[config.mk]
export PLATFORM = sky130hd
export DESIGN_NAME = cpf_check_digit_validator_core
export DESIGN_NICKNAME = d
export VERILOG_FILES = /design/src/rtl/core/cdv_pkg.sv /design/src/rtl/core/cpf_check_digit_validator_core.sv
export SDC_FILE = /design/constraint.sdc
export NUM_CORES = 1
export LEC_CHECK = 0
export BUFFER_PORTS_ARGS = -buffer_cell sky130_fd_sc_hd__clkbuf_2
export CAP_MARGIN = 40
export CORE_MARGIN = 10
export CORE_UTILIZATION = 40
export DETAILED_ROUTE_END_ITERATION = 7
export PLACE_DENSITY_LB_ADDON = 0.25
export SLEW_MARGIN = 30
export SYNTH_ARGS = -nofsm -noshare
export SYNTH_HDL_FRONTEND = slang
export SYNTH_SLANG_ARGS = --single-unit
[constraint.sdc]
create_clock -name clk_i -period 10.3 [get_ports clk_i]
set_input_delay 0.515 -clock clk_i [delete_from_list [all_inputs] [get_ports clk_i]]
set_output_delay 0.515 -clock clk_i [all_outputs]
set_load 0.01 [all_outputs]
[src/rtl/core/cdv_pkg.sv]
// Package: status codes, character constants and the mod-11 check digit function.
`timescale 1ns / 1ps
`default_nettype none

package cdv_pkg;

  typedef enum logic [1:0] {
    STATUS_VALID      = 2'd0,
    STATUS_FORMAT_BAD = 2'd1,
    STATUS_CHECK_BAD  = 2'd2
  } status_e;

  localparam logic [7:0] CH_DOT  = 8'd46;
  localparam logic [7:0] CH_DASH = 8'd45;
  localparam logic [7:0] CH_ZERO = 8'd48;
  localparam logic [7:0] CH_NINE = 8'd57;

  localparam logic [3:0] POS_DOT_A   = 4'd3;
  localparam logic [3:0] POS_DOT_B   = 4'd7;
  localparam logic [3:0] POS_DASH    = 4'd11;
  localparam logic [3:0] POS_CHECK_A = 4'd12;
  localparam logic [3:0] POS_CHECK_B = 4'd13;
  localparam logic [3:0] POS_LENGTH  = 4'd14;
  localparam logic [3:0] POS_MAX     = 4'd15;

  localparam logic [7:0]  RECIP_ELEVEN = 8'd186;  // floor(2^11 / 11)
  localparam logic [10:0] MOD_ELEVEN   = 11'd11;
  localparam logic [4:0]  MOD_TEN      = 5'd10;

  // (x mod 11) mod 10 for x below 1024: reciprocal estimate, one correction.
  function automatic logic [3:0] check_of(input logic [9:0] x);
    logic [17:0] prod;
    logic [6:0]  quot;
    logic [10:0] rem;
    prod = 18'(x) * 18'(RECIP_ELEVEN);
    quot = prod[17:11];
    rem  = 11'(x) - 11'(quot) * MOD_ELEVEN;
    if (rem >= MOD_ELEVEN) begin
      rem = rem - MOD_ELEVEN;
    end
    if (rem[4:0] == MOD_TEN) begin
      rem = '0;
    end
    return rem[3:0];
  endfunction

endpackage

`default_nettype wire

[src/rtl/core/cpf_check_digit_validator_core.sv]
// Top level: streaming CPF format and mod-11 check digit validator.
//
//  channel | direction | handshake               | payload
//  --------+-----------+-------------------------+---------------------
//  input   | in        | in_valid_i / in_stall_o | ch_i[7:0], last_i
//  result  | out       | out_valid_o/out_stall_i | status_o[1:0]
//
// One character per cycle while in_stall_o is low; a status beat follows the
// last character through the input register, then the result register.
// The character stage holds only when a last character waits behind a
// stalled result beat; other characters pass regardless of the result side.
// Asynchronous active-low reset clears the valid flags and accumulator state.
`timescale 1ns / 1ps
`default_nettype none

module cpf_check_digit_validator_core (
  input  wire logic            clk_i,
  input  wire logic            rst_ni,
  input  wire logic            in_valid_i,
  output logic                 in_stall_o,
  input  wire logic [7:0]      ch_i,
  input  wire logic            last_i,
  output logic                 out_valid_o,
  input  wire logic            out_stall_i,
  output cdv_pkg::status_e     status_o
);
  import cdv_pkg::*;

  logic       in_valid_q, in_last_q;
  logic [7:0] ch_q;
  logic       in_accept, proceed;

  logic [3:0] pos_q, pos_d;
  logic [8:0] sum1_q, sum1_d, sum2_q, sum2_d;
  logic [3:0] idx_q, idx_d;
  logic       fmt_bad_q, fmt_bad_d;
  logic [3:0] fcd_q, fcd_d;

  logic       out_valid_q;
  status_e    status_q, status_d;

  logic       is_digit, bad_here;
  logic [7:0] d8;
  logic [3:0] d4;
  logic [8:0] prod1, prod2;
  logic [3:0] check1, check2;

  assign proceed    = in_valid_q && (!in_last_q || !out_valid_q || !out_stall_i);
  assign in_stall_o = in_valid_q && !proceed;
  assign in_accept  = in_valid_i && !in_stall_o;

  always_ff @(posedge clk_i or negedge rst_ni) begin
    if (!rst_ni) begin
      in_valid_q <= 1'b0;
    end else if (in_accept) begin
      in_valid_q <= 1'b1;
    end else if (proceed) begin
      in_valid_q <= 1'b0;
    end
  end

  always_ff @(posedge clk_i) begin
    if (in_accept) begin
      ch_q      <= ch_i;
      in_last_q <= last_i;
    end
  end

  assign d8       = ch_q - CH_ZERO;
  assign d4       = d8[3:0];
  assign is_digit = (ch_q >= CH_ZERO) && (ch_q <= CH_NINE);
  assign prod1    = 9'(d4) * 9'({1'b0, idx_q} + 5'd1);
  assign prod2    = 9'(d4) * 9'(idx_q);
  assign check1   = check_of(10'(sum1_q));
  assign check2   = check_of(10'(sum2_q) + 10'(fcd_q) * 10'd9);

  always_comb begin
    bad_here = 1'b0;
    sum1_d   = sum1_q;
    sum2_d   = sum2_q;
    idx_d    = idx_q;
    fcd_d    = fcd_q;
    priority if (pos_q >= POS_LENGTH) begin
      bad_here = 1'b1;
    end else if (pos_q == POS_DOT_A || pos_q == POS_DOT_B) begin
      bad_here = (ch_q != CH_DOT);
    end else if (pos_q == POS_DASH) begin
      bad_here = (ch_q != CH_DASH);
    end else if (!is_digit) begin
      bad_here = 1'b1;
    end else if (pos_q < POS_DASH) begin
      sum1_d = sum1_q + prod1;
      sum2_d = sum2_q + prod2;
      idx_d  = idx_q + 4'd1;
    end else if (pos_q == POS_CHECK_A) begin
      fcd_d = d4;
    end else begin
      fcd_d = fcd_q;
    end
    fmt_bad_d = fmt_bad_q || bad_here;
    pos_d     = (pos_q < POS_MAX) ? pos_q + 4'd1 : pos_q;

    if (fmt_bad_d || pos_q != POS_CHECK_B) begin
      status_d = STATUS_FORMAT_BAD;
    end else if (fcd_q != check1 || d4 != check2) begin
      status_d = STATUS_CHECK_BAD;
    end else begin
      status_d = STATUS_VALID;
    end
  end

  always_ff @(posedge clk_i or negedge rst_ni) begin
    if (!rst_ni) begin
      pos_q     <= '0;
      sum1_q    <= '0;
      sum2_q    <= '0;
      idx_q     <= '0;
      fmt_bad_q <= 1'b0;
      fcd_q     <= '0;
    end else if (proceed) begin
      if (in_last_q) begin
        pos_q     <= '0;
        sum1_q    <= '0;
        sum2_q    <= '0;
        idx_q     <= '0;
        fmt_bad_q <= 1'b0;
        fcd_q     <= '0;
      end else begin
        pos_q     <= pos_d;
        sum1_q    <= sum1_d;
        sum2_q    <= sum2_d;
        idx_q     <= idx_d;
        fmt_bad_q <= fmt_bad_d;
        fcd_q     <= fcd_d;
      end
    end
  end

  always_ff @(posedge clk_i or negedge rst_ni) begin
    if (!rst_ni) begin
      out_valid_q <= 1'b0;
    end else if (proceed && in_last_q) begin
      out_valid_q <= 1'b1;
    end else if (!out_stall_i) begin
      out_valid_q <= 1'b0;
    end
  end

  always_ff @(posedge clk_i) begin
    if (proceed && in_last_q) begin
      status_q <= status_d;
    end
  end

  assign out_valid_o = out_valid_q;
  assign status_o    = status_q;

  // end of number clears the accumulators
  a_clear_after_last: assert property (@(posedge clk_i) disable iff (!rst_ni)
    proceed && in_last_q |=> pos_q == '0 && !fmt_bad_q && idx_q == '0)
    else $error("state not cleared after last beat");

  // a processed last character always yields a result beat
  a_result_after_last: assert property (@(posedge clk_i) disable iff (!rst_ni)
    proceed && in_last_q |=> out_valid_q)
    else $error("missing result beat");

  // input side holds only for a last character blocked by a stalled result
  a_stall_cause: assert property (@(posedge clk_i) disable iff (!rst_ni)
    in_stall_o |-> in_valid_q && in_last_q && out_valid_q && out_stall_i)
    else $error("input stalled without cause");

  // at most nine leading digits are counted
  a_digit_count: assert property (@(posedge clk_i) disable iff (!rst_ni)
    idx_q <= 4'd9)
    else $error("digit count overflow");

endmodule

`default_nettype wire
==> flow_summary.toml <==
[yosys]
synth_fp_nets = 1220
ys_seq_area_frac = 0.136
ys_async_sr_fraction = 0.750
synth_warnings = 0
syn_inst = 944
synthDistinctLibCells = 68
synth_largest_type_area_fraction = 0.269
synth_area_leaders = "ha_1 27%, fa_1 19%, dfrtp_1 9.7%"
avgSynthCellArea_um2 = 9.03
synth_edf_count = 11
ys_ff_latch = 44
syn_area_mm2 = 0.00852
post-synth-top-area-cell = "ha_1"
synth_ff_type = "dfrtp_1"

[worst_setup_path]
regToRegSetupSlack_ps = 690
startpoint_type = "flop"
critPathMostFrequentCell = "inv_1"
path_class = "reg -> reg"
crit_fanout = 8
slowest_delay_ps = 550
cp-end-kind = "flop"
worst_r2r_startpoint = "fcd_q[3]"
arrival_ps = 9640
r2r_cells = 38
crit_required_ps = 10330
r2r-end = "status_o[1]"
crit_slowest_cell = "fa_1"

[cts]
cts_tree = "done"
hold_buffers = 0
clock_sinks = 44
clkLatencyLatePin_ps = 290
htree_levels = 2
clk_path_buf_depth = 2
cts_inserted_buffers = 5
clock-root-buffer = "clkbuf_16"
clk_pin_slew_ps = 70

[timing]
slew_headroom = 0.575
setup_violations = 0
fin_tns_setup_ps = 0
drv_slew = 0
finalCritPeriodShare = 0.933
hold_viol = 0
skew_ps = 7.71
max_slew.worst_pin.slew_ps = 635
fmax_mhz = 104
fin_ws_ps = 691
finalCriticalPeriod_ps = 9610

[route]
wl_um = 16300
drtIter0Drc = 238
ant_nets = 0
vias_per_cell = 4.91
drt-pass1-iter-count = 4
vias = 6061
routedWlPerCell_um = 13.2
drcViolationCount = 0

[floorplan]
num_io_pins = 17
die_h_um = 166
core_area_mm2 = 0.0210
rows = 53
die_width_um = 166
start_util = 0.405
fp.dieArea_mm2 = 0.0275

[final_layout]
layout_common_cells = "216 x inv_1, 183 x ha_1, 80 x fa_1"
final_common_cell = "inv_1"
drive_gt1_frac = 0.0501
nFillCells = 2077
nNetsFinal = 1234
areaGrowthSynthToFinish_pct = 7.05
antenna_cells = 0

[grt]
grt_max_degree = 23
grt_pass1_wl_um = 29100
grt_remaining_overflow = 0
grt_antenna_before_repair = 0
track_usage = 0.120
grt_pass1_vias = 6265

[place]
pre_cts_ws_ps = 715
place.gp.congestion = 0.802
portBuffers = 16
hpwl_um = 13900

[power_and_ir_drop]
ir_drop_uv = 67.9
power_density_mw_per_mm2 = 49.5
p_leak_nw = 5.09

[hold_path]
hp-class = "in -> async"

[run_status]
status = "finished, final reports clean"

[job]
cap_violations = 0
## where the power goes
part | switching (mW) | total [mW] | leakage [nW] | internal (mW)
registers | 0.0105 | 0.196 | 0.555 | 0.186
clock network | 0.0715 | 0.187 | 0.0804 | 0.115
logic | 0.0407 | 0.0684 | 4.46 | 0.0277
## worst max-delay path: cells and delay by family (launching register included)
family | cells | cell delay [ps]
buffers and inverters | 9 | 420
and+or+nand+nor | 2 | 710
xor gates and xnor gates | 3 | 940
adders and majority gates | 12 | 4650
muxes | 1 | 220
AOI/OAI and AO/OA | 11 | 1880
DFF | 1 | 520
## sequential cells by signal, summed over array words and instances (netlist names)
| name | count |
|---|---|
| sum1_q | 9 |
| sum2_q | 9 |
| ch_q | 8 |
| fcd_q | 4 |
| idx_q | 4 |
| pos_q | 4 |
| status_o | 2 |
| fmt_bad_q | 1 |
| in_last_q | 1 |
| in_valid_q | 1 |
| out_valid_o | 1 |
## per-layer routing
layer  vias up  track usage  wire length (µm)
li1       3146            -                 -
met5         -            0                 0
met1      2861        0.165              8140
met3        13      0.00828               299
met4         0       0.0243               195
met2        41        0.202              7700
## cell usage after synthesis (2+ instances only)
cell type and n:
a2111oi_0 2, a211oi_1 9, a21o_1 15, a21oi_1 33, a22o_1 10, a22oi_1 2, a311oi_1 2, a31o_2 2
a31oi_1 10, and2_1 21, and3_1 4, clkbuf_1 11, clkbuf_2 2, dfrtp_1 33, edfxtp_1 11, fa_1 80
ha_1 183, inv_1 216, mux2i_1 2, nand2_1 57, nand2b_1 7, nand3_1 11, nand4_1 5, nor2_1 36
nor2b_1 7, nor3_1 12, nor3b_1 3, o2111ai_1 2, o21a_1 2, o21ai_0 36, o21ba_2 2, o21bai_1 18
o22ai_1 2, o32a_1 2, o32ai_1 2, or2_2 3, or3_1 2, xnor2_1 36, xor2_1 22
## per-stage QoR
stage | cell area [µm²] | util | std cells | power [mW] | hold WS, ps
5_1_grt | 9120 | 0.434 | 1234 | 0.473 | 204
3_3_place_gp | 8920 | 0.424 | 1225 | 0.267 | 521
4_1_cts | 9120 | 0.434 | 1234 | 0.454 | 190
6_report | 9120 | 0.434 | 1234 | 0.452 | 171
2_1_floorplan | 8520 | - | 944 | 0.245 | 219
3_5_place_dp | 8950 | 0.426 | 1226 | 0.269 | 497
## worst max-delay path by stage
stage	startpoint	endpoint	slack [ps]
4_1_cts	fcd_q[3]	status_o[1]	730
3_3_place_gp	fcd_q[3]	status_o[1]	910
6_report	fcd_q[3]	status_o[1]	690
5_1_grt	fcd_q[3]	status_o[1]	-20
3_5_place_dp	fcd_q[3]	status_o[1]	710
2_1_floorplan	fcd_q[3]	status_o[1]	1330
## cell families (layout without fill, tap and decap cells)
group | count (synthesis) | count (layout) | synth area share
adder cells (fa/ha/maj) | 263 | 263 | 0.457
flip-flops | 44 | 44 | 0.136
multiplexers | 3 | 3 | 0.00367
buffers and inverters | 229 | 244 | 0.101
AO/OA/AOI/OAI | 166 | 166 | 0.133
XOR/XNOR | 61 | 61 | 0.0661
AND/OR/NAND/NOR | 178 | 178 | 0.104
## repair_timing
action | CTS | global route
setup buffers | 0 | 0
resized for setup | 0 | 1
setup endpoints to repair | 0 | 1
## area by class of cell
class	instances	area, µm²	share of cell area
Clock buffer	5	125	0.0137
Sequential cell	44	1160	0.127
Timing Repair Buffer	20	130	0.0143
Tap cell	275	344	0.0377
Clock inverter	3	46.3	0.00507
Inverter	216	811	0.0889
Multi-Input combinational cell	671	6510	0.714
(Power assumes the default switching activity.)
